==> src/hdl/sdspi_pkg.sv <==
// shared types and constants of the sd card spi transaction engine
package sdspi_pkg;

    localparam int unsigned TGT_W       = 13;
    localparam int unsigned FRAME_W     = 48;
    localparam int unsigned FRAME_BYTES = 6;
    localparam int unsigned CRC_BYTES   = 2;
    localparam int unsigned RESP_MAX    = 5;

    localparam logic [7:0] BYTE_IDLE     = 8'hFF;
    localparam logic [7:0] TOKEN_START   = 8'hFE;
    localparam logic [7:0] MASK_RESP     = 8'h80;
    localparam logic [7:0] MASK_ERR_TOK  = 8'hE0;
    localparam logic [1:0] CMD_PREFIX    = 2'b01;
    localparam logic [7:0] POLL_LIM_RST  = 8'd8;
    localparam logic [7:0] IDLE_CLK_RST  = 8'd10;

    typedef enum logic [1:0] {
        CMD_COMMAND = 2'd0,
        CMD_READ    = 2'd1,
        CMD_IDLE    = 2'd2,
        CMD_XCHG    = 2'd3
    } t_cmd;

    typedef enum logic [1:0] {
        ST_OK      = 2'd0,
        ST_NORESP  = 2'd1,
        ST_DATAERR = 2'd2,
        ST_BUSY    = 2'd3
    } t_status;

    typedef enum logic [0:0] {
        REG_POLL_LIMIT = 1'b0,
        REG_IDLE_CLKS  = 1'b1
    } t_reg;

    typedef enum logic [3:0] {
        PH_IDLE   = 4'd0,
        PH_DUMMY  = 4'd1,
        PH_CPRE   = 4'd2,
        PH_CFRAME = 4'd3,
        PH_CPOLL  = 4'd4,
        PH_CRESP  = 4'd5,
        PH_RPRE   = 4'd6,
        PH_RWAIT  = 4'd7,
        PH_RDATA  = 4'd8,
        PH_RCRC   = 4'd9,
        PH_TAIL   = 4'd10
    } t_phase;

    typedef struct packed {
        t_cmd               kind;
        logic [FRAME_W-1:0] frame;
        logic [2:0]         resp_tgt;
        logic [TGT_W-1:0]   data_tgt;
        logic               sel;
        logic [7:0]         rx;
    } t_item;

    typedef struct packed {
        logic       tx_valid;
        logic [7:0] tx_byte;
        logic       cs_active;
        logic       out_valid;
        logic [7:0] out_byte;
        logic       out_is_data;
        logic       out_last;
        logic       done;
        t_status    status;
    } t_result;

endpackage

==> src/hdl/sdspi_front.sv <==
// request decode: command frame assembly and length saturation
module sdspi_front #(
    parameter int unsigned MAX_BLOCK_BYTES = 4096
) (
    input  logic [1:0]                      i_cmd,
    input  logic [5:0]                      i_command_index,
    input  logic [31:0]                     i_argument,
    input  logic [7:0]                      i_crc_byte,
    input  logic [2:0]                      i_response_length,
    input  logic [sdspi_pkg::TGT_W-1:0]     i_data_length,
    input  logic                            i_select_card,
    input  logic [7:0]                      i_rx_byte,
    output sdspi_pkg::t_item                o_item
);

    logic [2:0]                  resp_sat;
    logic [sdspi_pkg::TGT_W-1:0] data_sat;

    always_comb begin
        resp_sat = i_response_length;
        if (i_response_length == 3'd0) begin
            resp_sat = 3'd1;
        end else if (32'(i_response_length) > 32'(sdspi_pkg::RESP_MAX)) begin
            resp_sat = 3'(sdspi_pkg::RESP_MAX);
        end
    end

    always_comb begin
        data_sat = i_data_length;
        if (i_data_length == '0) begin
            data_sat = sdspi_pkg::TGT_W'(1);
        end else if (32'(i_data_length) > 32'(MAX_BLOCK_BYTES)) begin
            data_sat = sdspi_pkg::TGT_W'(MAX_BLOCK_BYTES);
        end
    end

    always_comb begin
        o_item.kind     = sdspi_pkg::t_cmd'(i_cmd);
        o_item.frame    = {sdspi_pkg::CMD_PREFIX, i_command_index, i_argument, i_crc_byte};
        o_item.resp_tgt = resp_sat;
        o_item.data_tgt = data_sat;
        o_item.sel      = i_select_card;
        o_item.rx       = i_rx_byte;
    end

endmodule

==> src/hdl/sdspi_queue.sv <==
// two-entry queue between request decode and the sequencer
module sdspi_queue (
    input  logic             i_clk,
    input  logic             i_rst_n,
    input  logic             i_push,
    input  sdspi_pkg::t_item i_item,
    output logic             o_full,
    input  logic             i_pop,
    output logic             o_valid,
    output sdspi_pkg::t_item o_item
);

    sdspi_pkg::t_item r_mem [2];
    logic             r_wptr, n_wptr;
    logic             r_rptr, n_rptr;
    logic [1:0]       r_cnt, n_cnt;

    always_comb begin
        n_wptr = r_wptr;
        n_rptr = r_rptr;
        n_cnt  = r_cnt;
        if (i_push) begin
            n_wptr = ~r_wptr;
        end
        if (i_pop) begin
            n_rptr = ~r_rptr;
        end
        if (i_push && !i_pop) begin
            n_cnt = r_cnt + 2'd1;
        end else if (!i_push && i_pop) begin
            n_cnt = r_cnt - 2'd1;
        end
    end

    always_ff @(posedge i_clk) begin
        if (!i_rst_n) begin
            r_wptr <= 1'b0;
            r_rptr <= 1'b0;
            r_cnt  <= 2'd0;
        end else begin
            r_wptr <= n_wptr;
            r_rptr <= n_rptr;
            r_cnt  <= n_cnt;
        end
    end

    always_ff @(posedge i_clk) begin
        if (i_push) begin
            r_mem[r_wptr] <= i_item;
        end
    end

    assign o_full  = r_cnt[1];
    assign o_valid = (r_cnt != 2'd0);
    assign o_item  = r_mem[r_rptr];

endmodule

==> src/hdl/sdspi_back.sv <==
// transaction sequencer with configuration registers and output register
module sdspi_back (
    input  logic                     i_clk,
    input  logic                     i_rst_n,
    input  logic                     i_cfg_we,
    input  logic                     i_cfg_idx,
    input  logic [7:0]               i_cfg_data,
    input  logic                     i_q_valid,
    input  sdspi_pkg::t_item         i_q_item,
    output logic                     o_q_pop,
    output logic                     o_valid,
    input  logic                     i_ready,
    output sdspi_pkg::t_result       o_res
);

    logic [7:0] r_poll_lim;
    logic [7:0] r_idle_clks;

    sdspi_pkg::t_phase                r_phase, n_phase;
    logic [sdspi_pkg::TGT_W-1:0]      r_cnt, n_cnt;
    logic [7:0]                       r_poll, n_poll;
    logic [sdspi_pkg::FRAME_W-1:0]    r_frame, n_frame;
    logic [2:0]                       r_rtgt, n_rtgt;
    logic [sdspi_pkg::TGT_W-1:0]      r_dtgt, n_dtgt;
    logic                             r_sel, n_sel;
    sdspi_pkg::t_status               r_stat, n_stat;

    logic                             r_ovalid, n_ovalid;
    sdspi_pkg::t_result               r_res, n_res;

    logic                             pop;
    logic                             is_req;
    logic [sdspi_pkg::TGT_W-1:0]      cnt_inc;
    logic [7:0]                       poll_lim;
    logic [7:0]                       idle_lim;
    logic                             dummy_hit;
    logic                             poll_hit;
    logic                             rx_resp;
    logic                             rx_err_tok;
    logic                             rx_start;
    logic [sdspi_pkg::FRAME_W-1:0]    frame_shl;

    assign pop        = i_q_valid && (!r_ovalid || i_ready);
    assign is_req     = (i_q_item.kind != sdspi_pkg::CMD_XCHG);
    assign cnt_inc    = r_cnt + sdspi_pkg::TGT_W'(1);
    assign poll_lim   = (r_poll_lim == 8'd0) ? 8'd1 : r_poll_lim;
    assign idle_lim   = (r_idle_clks == 8'd0) ? 8'd1 : r_idle_clks;
    assign dummy_hit  = (r_cnt >= sdspi_pkg::TGT_W'(idle_lim));
    assign poll_hit   = (r_poll >= poll_lim);
    assign rx_resp    = ((i_q_item.rx & sdspi_pkg::MASK_RESP) == 8'd0);
    assign rx_err_tok = ((i_q_item.rx & sdspi_pkg::MASK_ERR_TOK) == 8'd0);
    assign rx_start   = (i_q_item.rx == sdspi_pkg::TOKEN_START);
    assign frame_shl  = {r_frame[sdspi_pkg::FRAME_W-9:0], 8'h00};

    always_ff @(posedge i_clk) begin
        if (!i_rst_n) begin
            r_poll_lim  <= sdspi_pkg::POLL_LIM_RST;
            r_idle_clks <= sdspi_pkg::IDLE_CLK_RST;
        end else if (i_cfg_we) begin
            case (sdspi_pkg::t_reg'(i_cfg_idx))
                sdspi_pkg::REG_POLL_LIMIT: r_poll_lim  <= i_cfg_data;
                sdspi_pkg::REG_IDLE_CLKS:  r_idle_clks <= i_cfg_data;
                default: ;
            endcase
        end
    end

    // next state
    always_comb begin
        n_phase = r_phase;
        n_cnt   = r_cnt;
        n_poll  = r_poll;
        n_frame = r_frame;
        n_rtgt  = r_rtgt;
        n_dtgt  = r_dtgt;
        n_sel   = r_sel;
        n_stat  = r_stat;
        if (pop) begin
            if (is_req) begin
                if (r_phase == sdspi_pkg::PH_IDLE) begin
                    n_cnt  = '0;
                    n_poll = '0;
                    n_stat = sdspi_pkg::ST_OK;
                    case (i_q_item.kind)
                        sdspi_pkg::CMD_IDLE: begin
                            n_sel   = 1'b0;
                            n_phase = sdspi_pkg::PH_DUMMY;
                            n_cnt   = sdspi_pkg::TGT_W'(1);
                        end
                        sdspi_pkg::CMD_COMMAND: begin
                            n_sel   = i_q_item.sel;
                            n_rtgt  = i_q_item.resp_tgt;
                            n_frame = i_q_item.frame;
                            n_phase = sdspi_pkg::PH_CPRE;
                        end
                        default: begin
                            n_sel   = i_q_item.sel;
                            n_dtgt  = i_q_item.data_tgt;
                            n_phase = sdspi_pkg::PH_RPRE;
                        end
                    endcase
                end
            end else begin
                case (r_phase)
                    sdspi_pkg::PH_IDLE: ;
                    sdspi_pkg::PH_DUMMY: begin
                        if (dummy_hit) begin
                            n_phase = sdspi_pkg::PH_IDLE;
                        end else begin
                            n_cnt = cnt_inc;
                        end
                    end
                    sdspi_pkg::PH_CPRE: begin
                        n_phase = sdspi_pkg::PH_CFRAME;
                        n_cnt   = '0;
                        n_frame = frame_shl;
                    end
                    sdspi_pkg::PH_CFRAME: begin
                        n_cnt = cnt_inc;
                        if (cnt_inc < sdspi_pkg::TGT_W'(sdspi_pkg::FRAME_BYTES)) begin
                            n_frame = frame_shl;
                        end else begin
                            n_phase = sdspi_pkg::PH_CPOLL;
                            n_poll  = 8'd1;
                        end
                    end
                    sdspi_pkg::PH_CPOLL: begin
                        if (rx_resp) begin
                            if (r_rtgt <= 3'd1) begin
                                n_stat  = sdspi_pkg::ST_OK;
                                n_sel   = 1'b0;
                                n_phase = sdspi_pkg::PH_TAIL;
                            end else begin
                                n_cnt   = sdspi_pkg::TGT_W'(1);
                                n_phase = sdspi_pkg::PH_CRESP;
                            end
                        end else if (poll_hit) begin
                            n_stat  = sdspi_pkg::ST_NORESP;
                            n_sel   = 1'b0;
                            n_phase = sdspi_pkg::PH_TAIL;
                        end else begin
                            n_poll = r_poll + 8'd1;
                        end
                    end
                    sdspi_pkg::PH_CRESP: begin
                        n_cnt = cnt_inc;
                        if (cnt_inc >= sdspi_pkg::TGT_W'(r_rtgt)) begin
                            n_stat  = sdspi_pkg::ST_OK;
                            n_sel   = 1'b0;
                            n_phase = sdspi_pkg::PH_TAIL;
                        end
                    end
                    sdspi_pkg::PH_RPRE: begin
                        n_phase = sdspi_pkg::PH_RWAIT;
                    end
                    sdspi_pkg::PH_RWAIT: begin
                        if (rx_err_tok) begin
                            n_stat  = sdspi_pkg::ST_DATAERR;
                            n_sel   = 1'b0;
                            n_phase = sdspi_pkg::PH_TAIL;
                        end else if (rx_start) begin
                            n_phase = sdspi_pkg::PH_RDATA;
                            n_cnt   = '0;
                        end
                    end
                    sdspi_pkg::PH_RDATA: begin
                        if (cnt_inc >= r_dtgt) begin
                            n_phase = sdspi_pkg::PH_RCRC;
                            n_cnt   = '0;
                        end else begin
                            n_cnt = cnt_inc;
                        end
                    end
                    sdspi_pkg::PH_RCRC: begin
                        n_cnt = cnt_inc;
                        if (cnt_inc >= sdspi_pkg::TGT_W'(sdspi_pkg::CRC_BYTES)) begin
                            n_stat  = sdspi_pkg::ST_OK;
                            n_sel   = 1'b0;
                            n_phase = sdspi_pkg::PH_TAIL;
                        end
                    end
                    sdspi_pkg::PH_TAIL: begin
                        n_phase = sdspi_pkg::PH_IDLE;
                        n_sel   = 1'b0;
                    end
                    default: begin
                        n_phase = sdspi_pkg::PH_IDLE;
                    end
                endcase
            end
        end
    end

    // result of the current beat
    always_comb begin
        n_res = '0;
        if (is_req) begin
            if (r_phase != sdspi_pkg::PH_IDLE) begin
                n_res.cs_active = r_sel;
                n_res.status    = sdspi_pkg::ST_BUSY;
            end else begin
                n_res.tx_valid  = 1'b1;
                n_res.tx_byte   = sdspi_pkg::BYTE_IDLE;
                n_res.cs_active = (i_q_item.kind == sdspi_pkg::CMD_IDLE) ? 1'b0 : i_q_item.sel;
            end
        end else begin
            case (r_phase)
                sdspi_pkg::PH_IDLE: ;
                sdspi_pkg::PH_DUMMY: begin
                    if (dummy_hit) begin
                        n_res.done = 1'b1;
                    end else begin
                        n_res.tx_valid  = 1'b1;
                        n_res.tx_byte   = sdspi_pkg::BYTE_IDLE;
                        n_res.cs_active = r_sel;
                    end
                end
                sdspi_pkg::PH_CPRE: begin
                    n_res.tx_valid  = 1'b1;
                    n_res.tx_byte   = r_frame[sdspi_pkg::FRAME_W-1 -: 8];
                    n_res.cs_active = r_sel;
                end
                sdspi_pkg::PH_CFRAME: begin
                    n_res.tx_valid  = 1'b1;
                    n_res.cs_active = r_sel;
                    if (cnt_inc < sdspi_pkg::TGT_W'(sdspi_pkg::FRAME_BYTES)) begin
                        n_res.tx_byte = r_frame[sdspi_pkg::FRAME_W-1 -: 8];
                    end else begin
                        n_res.tx_byte = sdspi_pkg::BYTE_IDLE;
                    end
                end
                sdspi_pkg::PH_CPOLL: begin
                    n_res.tx_valid = 1'b1;
                    n_res.tx_byte  = sdspi_pkg::BYTE_IDLE;
                    if (rx_resp) begin
                        n_res.out_valid = 1'b1;
                        n_res.out_byte  = i_q_item.rx;
                        if (r_rtgt <= 3'd1) begin
                            n_res.out_last = 1'b1;
                        end else begin
                            n_res.cs_active = r_sel;
                        end
                    end else if (!poll_hit) begin
                        n_res.cs_active = r_sel;
                    end
                end
                sdspi_pkg::PH_CRESP: begin
                    n_res.tx_valid  = 1'b1;
                    n_res.tx_byte   = sdspi_pkg::BYTE_IDLE;
                    n_res.out_valid = 1'b1;
                    n_res.out_byte  = i_q_item.rx;
                    if (cnt_inc >= sdspi_pkg::TGT_W'(r_rtgt)) begin
                        n_res.out_last = 1'b1;
                    end else begin
                        n_res.cs_active = r_sel;
                    end
                end
                sdspi_pkg::PH_RPRE: begin
                    n_res.tx_valid  = 1'b1;
                    n_res.tx_byte   = sdspi_pkg::BYTE_IDLE;
                    n_res.cs_active = r_sel;
                end
                sdspi_pkg::PH_RWAIT: begin
                    n_res.tx_valid  = 1'b1;
                    n_res.tx_byte   = sdspi_pkg::BYTE_IDLE;
                    n_res.cs_active = rx_err_tok ? 1'b0 : r_sel;
                end
                sdspi_pkg::PH_RDATA: begin
                    n_res.tx_valid    = 1'b1;
                    n_res.tx_byte     = sdspi_pkg::BYTE_IDLE;
                    n_res.cs_active   = r_sel;
                    n_res.out_valid   = 1'b1;
                    n_res.out_byte    = i_q_item.rx;
                    n_res.out_is_data = 1'b1;
                    n_res.out_last    = (cnt_inc >= r_dtgt);
                end
                sdspi_pkg::PH_RCRC: begin
                    n_res.tx_valid = 1'b1;
                    n_res.tx_byte  = sdspi_pkg::BYTE_IDLE;
                    if (cnt_inc < sdspi_pkg::TGT_W'(sdspi_pkg::CRC_BYTES)) begin
                        n_res.cs_active = r_sel;
                    end
                end
                sdspi_pkg::PH_TAIL: begin
                    n_res.done   = 1'b1;
                    n_res.status = r_stat;
                end
                default: ;
            endcase
        end
    end

    always_comb begin
        n_ovalid = r_ovalid;
        if (pop) begin
            n_ovalid = 1'b1;
        end else if (i_ready) begin
            n_ovalid = 1'b0;
        end
    end

    always_ff @(posedge i_clk) begin
        if (!i_rst_n) begin
            r_phase  <= sdspi_pkg::PH_IDLE;
            r_cnt    <= '0;
            r_poll   <= '0;
            r_frame  <= '0;
            r_rtgt   <= 3'd1;
            r_dtgt   <= sdspi_pkg::TGT_W'(1);
            r_sel    <= 1'b0;
            r_stat   <= sdspi_pkg::ST_OK;
            r_ovalid <= 1'b0;
        end else begin
            r_phase  <= n_phase;
            r_cnt    <= n_cnt;
            r_poll   <= n_poll;
            r_frame  <= n_frame;
            r_rtgt   <= n_rtgt;
            r_dtgt   <= n_dtgt;
            r_sel    <= n_sel;
            r_stat   <= n_stat;
            r_ovalid <= n_ovalid;
        end
    end

    always_ff @(posedge i_clk) begin
        if (pop) begin
            r_res <= n_res;
        end
    end

    assign o_q_pop = pop;
    assign o_valid = r_ovalid;
    assign o_res   = r_res;

`ifndef SYNTHESIS
    a_idle_deselected: assert property (@(posedge i_clk) disable iff (!i_rst_n)
        (r_phase == sdspi_pkg::PH_IDLE) |-> !r_sel)
        else $error("select held while idle");

    a_done_no_tx: assert property (@(posedge i_clk) disable iff (!i_rst_n)
        (r_ovalid && r_res.done) |-> !r_res.tx_valid)
        else $error("finished beat also requests an exchange");

    a_busy_inert: assert property (@(posedge i_clk) disable iff (!i_rst_n)
        (r_ovalid && r_res.status == sdspi_pkg::ST_BUSY)
        |-> (!r_res.tx_valid && !r_res.done && !r_res.out_valid))
        else $error("rejected request produced activity");

    a_poll_bound: assert property (@(posedge i_clk) disable iff (!i_rst_n)
        (r_phase == sdspi_pkg::PH_CPOLL) |-> (r_poll != 8'd0 && r_poll <= poll_lim))
        else $error("poll count beyond limit");

    a_pop_fills: assert property (@(posedge i_clk) disable iff (!i_rst_n)
        pop |=> r_ovalid)
        else $error("popped beat not registered");
`endif

endmodule

==> src/hdl/sd_spi_transaction_engine.sv <==
// top level of the sd card spi transaction engine
// Takes one beat per clock: a request (command, block read, idle clocks) or the byte
// the card returned in the last spi exchange, and answers each beat with exactly one
// result beat naming the next byte to send, the chip select level and any response or
// data byte received. Sustained rate is one beat per cycle while the output is not
// stalled. An accepted beat waits in the queue, then the sequencer steps and loads its
// output register. A two-entry queue decouples the input from the output so either side
// may stall without losing beats; with the output stalled, two beats fill the queue and
// s_axis_tready drops until a result beat is taken. The user must see that configuration
// is written only while idle; the block itself does not enforce it.
module sd_spi_transaction_engine #(
    parameter int unsigned MAX_BLOCK_BYTES = 4096
) (
    input  logic        i_clk,
    input  logic        i_rst_n,
    input  logic        i_cfg_we,
    input  logic        i_cfg_idx,
    input  logic [7:0]  i_cfg_data,
    input  logic        s_axis_tvalid,
    output logic        s_axis_tready,
    // command_index, argument, crc_byte, response_length, data_length, select_card,
    // rx_byte, zero pad
    input  logic [71:0] s_axis_tdata,
    // cmd
    input  logic [1:0]  s_axis_tuser,
    output logic        m_axis_tvalid,
    input  logic        m_axis_tready,
    // tx_valid, tx_byte, cs_active, out_valid, out_byte, done_res, status, zero pad
    output logic [23:0] m_axis_tdata,
    // out_is_data
    output logic        m_axis_tuser,
    // out_last
    output logic        m_axis_tlast
);

    sdspi_pkg::t_item   dec_item;
    sdspi_pkg::t_item   q_item;
    sdspi_pkg::t_result res;
    logic               q_full;
    logic               q_valid;
    logic               q_pop;
    logic               push;

    assign push          = s_axis_tvalid && !q_full;
    assign s_axis_tready = !q_full;

    sdspi_front #(
        .MAX_BLOCK_BYTES(MAX_BLOCK_BYTES)
    ) u_front (
        .i_cmd            (s_axis_tuser),
        .i_command_index  (s_axis_tdata[5:0]),
        .i_argument       (s_axis_tdata[37:6]),
        .i_crc_byte       (s_axis_tdata[45:38]),
        .i_response_length(s_axis_tdata[48:46]),
        .i_data_length    (s_axis_tdata[61:49]),
        .i_select_card    (s_axis_tdata[62]),
        .i_rx_byte        (s_axis_tdata[70:63]),
        .o_item           (dec_item)
    );

    sdspi_queue u_queue (
        .i_clk  (i_clk),
        .i_rst_n(i_rst_n),
        .i_push (push),
        .i_item (dec_item),
        .o_full (q_full),
        .i_pop  (q_pop),
        .o_valid(q_valid),
        .o_item (q_item)
    );

    sdspi_back u_back (
        .i_clk     (i_clk),
        .i_rst_n   (i_rst_n),
        .i_cfg_we  (i_cfg_we),
        .i_cfg_idx (i_cfg_idx),
        .i_cfg_data(i_cfg_data),
        .i_q_valid (q_valid),
        .i_q_item  (q_item),
        .o_q_pop   (q_pop),
        .o_valid   (m_axis_tvalid),
        .i_ready   (m_axis_tready),
        .o_res     (res)
    );

    assign m_axis_tdata = {2'b00, res.status, res.done, res.out_byte, res.out_valid,
                           res.cs_active, res.tx_byte, res.tx_valid};
    assign m_axis_tuser = res.out_is_data;
    assign m_axis_tlast = res.out_last;

endmodule

==> config.mk <==
export PLATFORM = sky130hd
export DESIGN_NAME = sd_spi_transaction_engine
export DESIGN_NICKNAME = d
export VERILOG_FILES = /design/src/hdl/sdspi_pkg.sv /design/src/hdl/sdspi_front.sv /design/src/hdl/sdspi_queue.sv /design/src/hdl/sdspi_back.sv /design/src/hdl/sd_spi_transaction_engine.sv
export SDC_FILE = /design/constraint.sdc
export NUM_CORES = 1
export LEC_CHECK = 0
export ABC_AREA = 1
export BUFFER_PORTS_ARGS = -buffer_cell sky130_fd_sc_hd__buf_2
export CAP_MARGIN = 40
export CORE_MARGIN = 10
export CORE_UTILIZATION = 48
export DETAILED_ROUTE_END_ITERATION = 10
export PLACE_DENSITY = 0.69
export REMOVE_ABC_BUFFERS = 1
export SYNTH_ARGS = -nofsm -noshare
export SYNTH_HDL_FRONTEND = slang
export SYNTH_HIERARCHICAL = 1
export SYNTH_SLANG_ARGS = --single-unit
export TNS_END_PERCENT = 50
==> constraint.sdc <==
create_clock -name i_clk -period 5.3 [get_ports i_clk]
set_clock_uncertainty 0.15 [all_clocks]
set_input_delay 1.06 -clock i_clk [delete_from_list [all_inputs] [get_ports i_clk]]
set_output_delay 1.06 -clock i_clk [all_outputs]
set_load 0.05 [all_outputs]
==> results of run 1 <==
cell families after synthesis:
| group | after synthesis | synth area share |
|---|---|---|
| AND/OR/NAND/NOR | 572 | 0.187 |
| flip-flops | 288 | 0.517 |
| buffers and inverters | 250 | 0.0923 |
| AO/OA/AOI/OAI | 226 | 0.0965 |
| multiplexers | 75 | 0.0711 |
| adder cells (fa/ha/maj) | 39 | 0.0336 |
| other | 3 | 0.000776 |
| XOR/XNOR | 3 | 0.00181 |
area by class of cell:
cell class	count	area (um^2)	area share
Multi-Input combinational cell	919	5680	0.357
Inverter	129	487	0.0306
Clock inverter	17	200	0.0126
Clock buffer	41	843	0.0530
Sequential cell	288	7510	0.472
Antenna cell	1	2.50	0.000157
Tap cell	390	488	0.0307
Timing Repair Buffer	124	683	0.0430
through the flow:
step	setup slack, ns	instances
2_1_floorplan	-2.64	1336
3_3_place_gp	1.38	1848
3_5_place_dp	1.59	1850
4_1_cts	1.57	1908
5_1_grt	1.35	1908
6_report	1.60	1909
registers in the layout, indices dropped and copies added (netlist names), named ones only:
register            cells
u_queue/r_mem         150
u_back/r_frame         48
u_back/o_res           24
u_back/r_cnt           13
u_back/r_dtgt          13
u_back/r_idle_clks      8
u_back/r_poll           8
u_back/r_poll_lim       8
u_back/r_phase          4
u_back/r_rtgt           3
u_back/r_stat           2
u_queue/r_cnt           2
u_back/o_valid          1
u_back/r_sel            1
u_queue/r_rptr          1
u_queue/r_wptr          1
worst max-delay path by stage:
stage               slack [ns]  depth (start not counted)                  to  startpoint
floorplan                -2.64                          8  u_back/r_frame[39]   flip-flop
global placement          1.38                          8  u_back/r_frame[39]   flip-flop
detailed placement        1.59                          9     u_back/r_cnt[7]   flip-flop
CTS                       1.57                          9     u_back/r_cnt[7]   flip-flop
global route              1.35                          9    u_back/r_cnt[10]   flip-flop
finish                    1.60                          9     u_back/r_cnt[5]   flip-flop
critical path, cell delays in order, from the launching register on:
cell                      delay, ns
sky130_fd_sc_hd__dfxtp_4       0.53
sky130_fd_sc_hd__mux2_2        0.42
sky130_fd_sc_hd__ha_2          0.33
sky130_fd_sc_hd__inv_2         0.10
sky130_fd_sc_hd__buf_4         0.58
sky130_fd_sc_hd__nor3_1        0.16
sky130_fd_sc_hd__nor4_1        0.36
sky130_fd_sc_hd__nand2_1       0.50
sky130_fd_sc_hd__o21ai_0       0.34
sky130_fd_sc_hd__a21oi_1       0.06
power by group through the flow:
stage                     sequential [uW]  clock (uW)  combinational [uW]
after floorplan                      3650           0                2560
after global placement               3310           0                3720
after detailed placement             3320           0                3820
after CTS                            3280        2230                3840
after global routing                 3330        2350                4250
final                                3270        2180                3800
cell usage in the layout (no fill, tap or decap), drive strengths merged, types with 14 or more instances in the layout:
master / instances
edfxtp: 174
nand3: 74
clkinv: 14
buf: 124
nand4: 24
a21oi: 129
dfxtp: 114
ha: 39
clkbuf: 41
o21ai: 64
nor2: 131
mux2: 75
inv: 128
nor3: 23
nand2: 302
routing by layer:
metal / global-route usage / vias to the layer above / wire length, um
met4: 0.0375 / 2 / 536
li1: - / 4958 / -
met3: 0.0313 / 42 / 1380
met5: 0 / - / 13
met1: 0.189 / 4615 / 13400
met2: 0.271 / 159 / 14800
==> metrics.log, run 1 <==
[metrics] status: complete, no violations
[metrics] drt first pass iters: 5
[metrics] Initial Utilization: 0.488
[metrics] maximum VDD drop: 0.399 mV
[metrics] post-cts gate resize count: 0
[metrics] Critical Path Fanout Max: 61
[metrics] nature of the critical path endpoint: flip-flop
[metrics] RSZ-0062 raised after global routing: false
[metrics] number of rows in the core area: 63
[metrics] final RePlAce weighted congestion: 0.885
[metrics] Final Instance Area: 15900 um^2
[metrics] max capacitance violation total: 0
[metrics] wire length per cell: 15.8 um
[metrics] internal cell power: 5600 uW
[metrics] final critical-path required period: between 3 and 4 ns
[metrics] proportion of layout cells with a drive suffix above 1: 0.253
[metrics] Critical Path Start Type: flip-flop
[metrics] data required time at the worst endpoint: 5.58 ns
[metrics] commonest cells in the synthesized netlist: sky130_fd_sc_hd__nand2_1 (280), sky130_fd_sc_hd__edfxtp_1 (174), sky130_fd_sc_hd__inv_1 (122), sky130_fd_sc_hd__nor2_1 (118), sky130_fd_sc_hd__dfxtp_1 (114)
[metrics] number of library cell types mapped by synthesis: 50
[metrics] Floorplan Core Area: 29700 um^2
[metrics] y dimension of the die: 194 um
[metrics] sequential fraction of the synthesis area: 0.517
[metrics] Global Route Usage Sum: 0.154
[metrics] count of fill cells added during filler insertion: 2673
[metrics] Max Transition Viols Final: 0
[metrics] worst hold path depth: 2
[metrics] number of port buffers: between 100 and 150
[metrics] CP Data Arrival Time: 3.99 ns
[metrics] power dissipated by switching net loads: about 3700 uW
[metrics] number of buffers on the longest clock path: 3
[metrics] drt total wl: 30100 um
[metrics] proportion of total power due to net switching: 0.395
[metrics] number of sinks driven by the clock tree: 288
[metrics] x dimension of the die: 194 um
[metrics] portion of total power attributed to the clock network: 0.236
[metrics] number of standard cells after synthesis: 1456
[metrics] Total Negative Setup Slacks: 0 ns
[metrics] relative contribution of combinational cells to total power: 0.411
[metrics] pin count of the biggest net entering global routing: 62
[metrics] most frequent cell after synthesis: sky130_fd_sc_hd__nand2_1
[metrics] RR Endpoint: u_back/r_cnt[5]
[metrics] Crit Path Category: flip-flop to flip-flop
[metrics] DRC violation count after routing: 0
[metrics] total die area: 37600 um^2
[metrics] detailed placement HPWL: 20200 um
[metrics] clock root buffer: sky130_fd_sc_hd__clkbuf_16
[metrics] area post-placement: 14900 um^2
[metrics] number of levels in the clock H-tree: 1
[metrics] top cells by area in the synthesized netlist: sky130_fd_sc_hd__edfxtp_1 (36%), sky130_fd_sc_hd__dfxtp_1 (16%), sky130_fd_sc_hd__nand2_1 (7.2%)
[metrics] insertion delay to the later sink of the worst-skew pair: 0.57 ns
[metrics] terminating pin of the worst hold path: u_back/r_frame[39]
[metrics] Pwr Density: 582 nW/um^2
[metrics] fraction of the cycle the final worst path needs: 0.699
[metrics] final hold vios: 0
[metrics] number of flops mapped to enable cells by yosys: 174
[metrics] Synth warnings: 6
[metrics] part of the power in registers: 0.353
[metrics] post-CTS clock slew at the launch and capture registers of the worst setup and hold paths: 0.06 ns
[metrics] count of routing violations after the opening detailed-route iteration: 540
[metrics] reg2reg path depth: 9
[metrics] number of setup violations in the final report: 0
[metrics] Detail Route Antenna Nets: 0
[metrics] final global-route overflow total: 0
[metrics] number of synthesized register bits: 288
[metrics] minimum setup slack among reg-to-reg paths: ~1.6 ns
[metrics] initial antenna violation count: 2
[metrics] Avg Synthesized Cell Area: 9.97 um^2
[metrics] I/O pins: 116
[metrics] worst hold slack: 0.309 ns
[metrics] number of clock buffers inserted by TritonCTS: 31
[metrics] static leakage power: 0.00641 uW
[metrics] Area Overhead vs Synth: 9.52%
[metrics] total design power: 9260 uW
[metrics] Hold Path Origin: u_back/r_frame[39]
[metrics] worst-margin pin slew: 0.799 ns
[metrics] Slew Limit Headroom: 0.466
[metrics] via count: 9776
[metrics] most used flip-flop cell after synthesis: sky130_fd_sc_hd__edfxtp_1
[metrics] post-route core utilization: 0.535
[metrics] vias per std cell: 5.12
[metrics] count of buffers added by post-CTS timing repair for setup: 0
[metrics] post-synth top area cell: sky130_fd_sc_hd__edfxtp_1
[metrics] number of buffers inserted by hold repair at cts: 0
[metrics] Async SR Flop Fraction: 0
[metrics] area share of the leading cell type in the synthesized netlist: 0.360
[metrics] max frequency: 270 MHz
[metrics] synthesized area: 14500 um^2
[metrics] via count of the first global-routing pass: 9847
[metrics] TritonCTS clock tree: done
[metrics] kind of path behind the tightest hold check: flip-flop to flip-flop
[metrics] global-route wire length before repair: 49400 um
[metrics] Final #Nets: 1620
No activity file was read; power rests on OpenSTA's default activity.
==> inputs of run 2 (changes only) <==
- PLACE_DENSITY: 0.69 -> 0.66
- clock period: 5.3 -> 3.51 ns (I/O delays scaled with it)
==> run 2 against run 1 <==
  * Cell area up 1.1%
  * Sequential share of layout area down 0.53 points
  * First-iteration DRC count up 9.6%
  * Combinational power up 54%
  * Worst setup slack worse by 1.3 ns
  * Critical path depth up 7
  * Fmax up 16%
  * Utilization up 0.61 points
  * Clock power up 56%
  * Wire length up 1.4%
  * Count of clock-buffer cells in the layout down 2
  * Sequential power up 51%
  * Critical path type unchanged
  * Highest routed layer unchanged
==> metrics.log, run 2 (synthesis gave the netlist of run 1 again) <==
[metrics] final global-route overflow total: 0
[metrics] DRC violation count after routing: 0
[metrics] pin count of the biggest net entering global routing: 59
[metrics] Max stage delay cell, worst path: sky130_fd_sc_hd__dfxtp_1
[metrics] crit-path cells: ha_2 -> nand2_2 -> nor2_2 -> nand4_1 -> nand2_2 -> inv_1 -> ha_1 -> nand2_1 -> nor4_2 -> o21ai_0 -> nand4_1 -> nand3_1 -> nor2_2 -> nand2_1 -> nand2_1 -> nor2_1
[metrics] TritonCTS clock tree: done
[metrics] Detail Route Antenna Nets: 0
[metrics] most used cell along the critical path: sky130_fd_sc_hd__nand2_1
[metrics] Initial Utilization: 0.488
[metrics] post-CTS clock slew at the launch and capture registers of the worst setup and hold paths: ~0.07 ns
[metrics] via count of the first global-routing pass: 9852
[metrics] final critical-path required period: 3.18 ns
[metrics] x dimension of the die: 194 um
[metrics] max capacitance violation total: 0
[metrics] I/O pins: approximately 120
[metrics] global-route track usage on met3: 0.0265
[metrics] detailed placement HPWL: 20900 um
[metrics] count of routing violations after the opening detailed-route iteration: approximately 590
[metrics] drt total wl: between 30000 and 40000 um
[metrics] final RePlAce weighted congestion: 0.888
[metrics] power dissipated by switching net loads: between 5000 and 6000 uW
[metrics] Cell Count Post-Placement: 1861
[metrics] Critical Path Fanout Max: 7
[metrics] Pwr Density: 885 nW/um^2
[metrics] nature of the critical path endpoint: flip-flop
[metrics] status: complete, no violations
[metrics] count of buffers added by post-CTS timing repair for setup: 0
[metrics] Max Transition Viols Final: 0
[metrics] proportion of total power due to net switching: 0.392
[metrics] Area Overhead vs Synth: 10.8%
[metrics] number of buffers inserted by hold repair at cts: 0
[metrics] number of buffers on the longest clock path: 3
[metrics] max frequency: about 310 MHz
[metrics] insertion delay to the later sink of the worst-skew pair: 0.57 ns
[metrics] global-route wire length before repair: 50200 um
[metrics] kind of path behind the tightest hold check: input pin to flip-flop
[metrics] part of the power in registers: 0.348
[metrics] maximum VDD drop: 0.564 mV
[metrics] fraction of the cycle the final worst path needs: 0.907
[metrics] GR Util met1: 0.195
[metrics] portion of total power attributed to the clock network: 0.239
[metrics] y dimension of the die: 194 um
[metrics] proportion of layout cells with a drive suffix above 1: 0.263
[metrics] Global Route Usage Sum: 0.157
[metrics] static leakage power: between 0.006 and 0.007 uW
[metrics] Final #Nets: 1631
[metrics] final hold vios: 0
[metrics] Floorplan Core Area: 29700 um^2
[metrics] clock root buffer: sky130_fd_sc_hd__clkbuf_16
[metrics] Cell Count, Final, Fillers Out: 1921
[metrics] number of sinks driven by the clock tree: 288
[metrics] relative contribution of combinational cells to total power: 0.413
[metrics] met2 Track Usage GR: 0.280
[metrics] most common library cell in the layout ignoring fill and taps: sky130_fd_sc_hd__nand2_1
[metrics] number of rows in the core area: 63
[metrics] number of clock buffers inserted by TritonCTS: 31
[metrics] drt first pass iters: 5
[metrics] Slew Limit Headroom: 0.428
[metrics] wire length per cell: ~16 um
[metrics] vias per std cell: 5.12
[metrics] data required time at the worst endpoint: 3.79 ns
[metrics] worst-margin pin slew: ~0.86 ns
[metrics] initial antenna violation count: 2
[metrics] total die area: 37600 um^2
[metrics] number of setup violations in the final report: 0
[metrics] number of port buffers: ~110
[metrics] max FFs per register: 150
[metrics] register name with the most flops: u_queue/r_mem
[metrics] number of levels in the clock H-tree: 1
[metrics] CP Data Arrival Time: 3.46 ns
[metrics] Crit Path Category: flip-flop to flip-flop
[metrics] post-route core utilization: 0.541
[metrics] layer carrying the most global-route usage: met2
[metrics] count of fill cells added during filler insertion: about 2.6k
[metrics] via count: 9833
[metrics] most frequent cells in the layout: sky130_fd_sc_hd__nand2_1 (280), sky130_fd_sc_hd__edfxtp_1 (174), sky130_fd_sc_hd__inv_1 (121), sky130_fd_sc_hd__nor2_1 (117)
[metrics] Critical Path Start Type: flip-flop
[metrics] internal cell power: roughly 8600 uW
[metrics] Critical Path Max Stage Delay: 0.42 ns
run 2: cell count changes in the layout (fill, tap and decap cells not counted), sizes merged:
cell,before,now
buf,124,135
bufinv,4,5
clkbuf,41,39
diode,1,2
clkinvlp,0,3
inv,128,127
clkinv,14,13
run 2: worst paths after layout:
path                           start  slack [ns]  cells after the start                  end
setup / recovery     u_back/r_cnt[1]        0.33                     16    u_back/r_phase[3]
hold / removal      s_axis_tdata[69]        0.17                      1  u_queue/r_mem[0][6]
setup reg to reg     u_back/r_cnt[1]        0.33                     16    u_back/r_phase[3]
hold reg to reg   u_back/r_frame[39]        0.31                      2   u_back/r_frame[39]
run 2: metrics by stage:
stage,cell area (um^2),hold slack (ns),worst slack [ns],TNS [ns],power [uW]
2_1_floorplan,13700,0.279,-4.43,-490.06,9380
3_3_place_gp,15000,0.292,0.362,0,10800
3_5_place_dp,15000,0.299,0.267,0,10900
4_1_cts,16100,0.141,0.245,0,14300
5_1_grt,16100,0.142,-0.0155,-0.0165,15200
6_report,16100,0.171,0.326,0,14200
run 2: layout make-up:
cell class                 count  area, um^2  area share
sequential                   288        7510       0.467
multi-input combinational    919        5690       0.354
clock buffer                  39         846      0.0526
timing repair buffer         135         808      0.0503
tap                          390         488      0.0303
inverter                     129         487      0.0303
clock inverter                19         243      0.0151
antenna                        2        5.00    0.000311
run 2: repair_timing:
action                                 CTS  global route
setup endpoints to repair                0            17
endpoints found under the hold margin    0             0
gates resized for setup                  0             3
run 2: power by group through the flow:
stage	clock network (uW)	registers [uW]	logic, uW
global placement	0	5000	5780
detailed placement	0	5020	5870
finish	3400	4950	5870
CTS	3490	4950	5900
floorplan	0	5510	3870
global route	3640	5040	6550
run 2: worst max-delay path: cells and delay by family, from the launching register on:
family / cells / cell delay (ns)
and+or+nand+nor: 12 / 1.65
adders and majority gates: 2 / 0.57
buffers and inverters: 1 / 0.05
DFF: 1 / 0.42
AOI/OAI and AO/OA: 1 / 0.18
run 2: routing by layer:
metal / vias to the layer above / wire [um]
met5: - / 43
met4: 2 / 493
met3: 33 / 1300
met2: 187 / 15100
met1: 4634 / 13600
li1: 4977 / -
==> inputs of run 3 (changes only) <==
- ABC_AREA: 1 -> default
- clock period: 3.51 -> 4.03 ns (I/O delays scaled with it)
==> run 3 against run 2 <==
  * First-iteration DRC count increased by 1.9%
  * Worst setup slack gained 0.048 ns
  * Synthesized area shrank 2.3%
  * Combinational power fell by 37%
  * Worst hold slack gained 0.12 ns
  * Global-route usage rose by 0.37 points
  * Die area shrank 2.0%
  * Non-clock buffer count is 5 higher
  * Critical endpoint is now u_back/r_phase[0]
==> metrics.log, run 3 <==
[metrics] status: complete, no violations
[metrics] crit-path cells: ha_2 -> nand3_1 -> nor3_4 -> and3_1 -> xnor2_1 -> ha_1 -> nand4_1 -> inv_1 -> nand3_1 -> o21ai_0 -> o211ai_1 -> a221oi_2 -> buf_4 -> nor2_1 -> a311oi_1
[metrics] number of port buffers: about 110
[metrics] sequential fraction of the synthesis area: 0.529
[metrics] Max stage delay cell, worst path: sky130_fd_sc_hd__dfxtp_1
[metrics] TritonCTS clock tree: done
[metrics] Async SR Flop Fraction: 0
[metrics] I/O pins: 116
[metrics] pin count of the biggest net entering global routing: 77
[metrics] DRC violation count after routing: 0
[metrics] initial antenna violation count: 6
[metrics] drt first pass iters: 5
[metrics] vias per std cell: 5.44
[metrics] wire length per cell: 17.9 um
[metrics] drt total wl: roughly 30000 um
[metrics] reg2reg path depth: 15
[metrics] via count: ~9k
[metrics] CP Data Arrival Time: about 4.0 ns
[metrics] minimum setup slack among reg-to-reg paths: 0.37 ns
[metrics] final RePlAce weighted congestion: ~0.9
[metrics] total die area: approximately 37000 um^2
[metrics] clock root buffer: sky130_fd_sc_hd__clkbuf_16
[metrics] number of sinks driven by the clock tree: approximately 290
[metrics] most frequent cell after synthesis: sky130_fd_sc_hd__edfxtp_1
[metrics] number of library cell types mapped by synthesis: 86
[metrics] proportion of layout cells with a drive suffix above 1: 0.258
[metrics] Crit Path Category: flip-flop to flip-flop
[metrics] synthesized area: 14200 um^2
[metrics] Critical Path Fanout Max: 10
[metrics] most used flip-flop cell after synthesis: sky130_fd_sc_hd__edfxtp_1
[metrics] insertion delay to the later sink of the worst-skew pair: between 0.5 and 0.6 ns
[metrics] commonest cells in the synthesized netlist: sky130_fd_sc_hd__edfxtp_1 (174), sky130_fd_sc_hd__nand2_1 (121), sky130_fd_sc_hd__dfxtp_1 (114), sky130_fd_sc_hd__nor2_1 (93), sky130_fd_sc_hd__buf_4 (71)
[metrics] nature of the critical path endpoint: flip-flop
[metrics] cell family with the largest share of critical-path delay: compound AO/OA/AOI/OAI gates
[metrics] max capacitance violation total: 0
[metrics] Final Instance Area: around 16000 um^2
[metrics] area taken by multi-input logic gates: 5670 um^2
[metrics] worst-margin pin slew: between 0.8 and 0.9 ns
[metrics] y dimension of the die: 192 um
[metrics] final critical-path required period: 3.66 ns
[metrics] final hold vios: 0
[metrics] most common library cell in the layout ignoring fill and taps: sky130_fd_sc_hd__edfxtp_1
[metrics] register name with the most flops: u_queue/r_mem
[metrics] RSZ-0062 raised after global routing: false
[metrics] terminating pin of the worst hold path: u_queue/r_mem[1][56]
[metrics] via count of the first global-routing pass: 9185
[metrics] post-CTS clock slew at the launch and capture registers of the worst setup and hold paths: 0.06 ns
[metrics] number of flops mapped to enable cells by yosys: 174
[metrics] source of the worst register-to-register timing path: u_back/r_cnt[0]
[metrics] area post-placement: 14600 um^2
[metrics] Detail Route Antenna Nets: 0
[metrics] number of clock buffers inserted by TritonCTS: 30
[metrics] static leakage power: 0.00586 uW
[metrics] number of levels in the clock H-tree: 1
[metrics] Cell Count, Final, Fillers Out: 1681
[metrics] most frequent cells in the layout: sky130_fd_sc_hd__edfxtp_1 (174), sky130_fd_sc_hd__nand2_1 (121), sky130_fd_sc_hd__dfxtp_1 (113), sky130_fd_sc_hd__buf_2 (112), sky130_fd_sc_hd__nor2_1 (93)
[metrics] Avg Synthesized Cell Area: 11.6 um^2
[metrics] global-route wire length before repair: a little under 50000 um
[metrics] Max Transition Viols Final: 0
[metrics] number of buffers on the longest clock path: 3
[metrics] number of synthesized register bits: 288
[metrics] number of rows in the core area: 62
[metrics] max frequency: 274 MHz
[metrics] Floorplan Core Area: 28900 um^2
[metrics] data required time at the worst endpoint: 4.34 ns
[metrics] max FFs per register: 150
[metrics] total design power: 10500 uW
[metrics] Critical Path Start Type: flip-flop
[metrics] fraction of the cycle the final worst path needs: 0.907
[metrics] maximum VDD drop: 0.476 mV
[metrics] Critical Path Max Stage Delay: 0.58 ns
[metrics] RR Endpoint: u_back/r_phase[0]
[metrics] post-synth top area cell: sky130_fd_sc_hd__edfxtp_1
[metrics] most used cell along the critical path: sky130_fd_sc_hd__nand3_1
[metrics] worst-case setup margin in the final layout: 0.374 ns
[metrics] kind of path behind the tightest hold check: input pin to flip-flop
[metrics] Final #Nets: 1398
[metrics] count of routing violations after the opening detailed-route iteration: 603
[metrics] Initial Utilization: 0.490
[metrics] Synth warnings: 6
[metrics] detailed placement HPWL: 20900 um
[metrics] Hold Path Origin: s_axis_tdata[29]
[metrics] Global Route Usage Sum: 0.161
[metrics] number of standard cells after synthesis: 1226
[metrics] sequential cell area: between 7000 and 8000 um^2
[metrics] final global-route overflow total: 0
[metrics] area share of the leading cell type in the synthesized netlist: 0.368
[metrics] worst hold path depth: 1
[metrics] count of fill cells added during filler insertion: between 2k and 3k
[metrics] Cell Count Post-Placement: 1623
[metrics] number of setup violations in the final report: 0
[metrics] Pwr Density: 673 nW/um^2
[metrics] worst path bufs/invs: 2
[metrics] Area Overhead vs Synth: 10.1%
[metrics] Slew Limit Headroom: 0.451
[metrics] top cells by area in the synthesized netlist: sky130_fd_sc_hd__edfxtp_1 (37%), sky130_fd_sc_hd__dfxtp_1 (16%), sky130_fd_sc_hd__mux2_4 (5.3%)
[metrics] pre-CTS WS: 0.271 ns
[metrics] x dimension of the die: between 150 and 200 um
## run 3: worst max-delay path by stage
stage                     from                  to  slack, ns  cells past startpoint
4_1_cts        u_back/r_cnt[0]   u_back/r_phase[0]       0.25                     15
6_report       u_back/r_cnt[0]   u_back/r_phase[0]       0.37                     15
2_1_floorplan        flip-flop  u_back/r_frame[10]      -3.24                      8
3_5_place_dp   u_back/r_cnt[0]   u_back/r_phase[0]       0.27                     15
5_1_grt        u_back/r_cnt[2]    u_back/r_cnt[12]       0.12                     13
3_3_place_gp   u_back/r_cnt[0]   u_back/r_phase[0]       0.29                     15
## run 3: logic make-up after synthesis
kind of cell / count (synthesis) / share of synthesized area
adders and majority gates: 39 / 0.0344
muxes: 123 / 0.107
xor gates and xnor gates: 16 / 0.00988
DFF: 288 / 0.529
and+or+nand+nor: 361 / 0.125
AOI/OAI and AO/OA: 221 / 0.121
buffers and inverters: 175 / 0.0730
other: 3 / 0.000794
## run 3: metrics by stage
step                      TNS (ns)   util  hold WS, ns
after floorplan            -407.64      -        0.282
after global placement           0  0.506        0.292
after detailed placement         0  0.506        0.297
after CTS                        0  0.539        0.273
after global routing             0  0.540        0.270
final                            0  0.540        0.290
## run 3: power breakdown
group          total [uW]  internal (uW)  leakage [uW]  switching [uW]
Sequential           4180           3850       0.00256             332
Combinational        3670           1370       0.00282            2300
Clock                2660           1540      0.000476            1110
Total               10500           6760       0.00586            3750
## run 3: layout make-up
class / count / area share
clock buffer: 42 / 0.0549
timing repair buffer: 140 / 0.0518
clock inverter: 14 / 0.00657
sequential: 288 / 0.481
inverter: 47 / 0.0114
tap: 384 / 0.0308
multi-input combinational: 764 / 0.363
antenna: 2 / 0.000320
## run 3: layer usage
metal | track usage | share of wire | vias to the layer above
met4 | 0.0412 | 0.020 | 8
met1 | 0.204 | 0.44 | 4433
met2 | 0.275 | 0.48 | 191
met3 | 0.0339 | 0.052 | 53
li1 | - | - | 4463
met5 | 0 | 0.0018 | -
## run 3: worst reg2reg max path: cells and delay by family, from the launching register on
kind                       cells  cell delay [ns]
AOI/OAI and AO/OA              4             0.93
and+or+nand+nor                6             0.87
xor gates and xnor gates       1             0.09
adders and majority gates      2             0.69
DFF                            1             0.58
buffers and inverters          2             0.25
## run 3: timing repair
action | in CTS | in global routing
resized for setup | 0 | 1
buffers inserted | 0 | 0
endpoints found under the setup margin | 0 | 2
hold buffers | 0 | 0
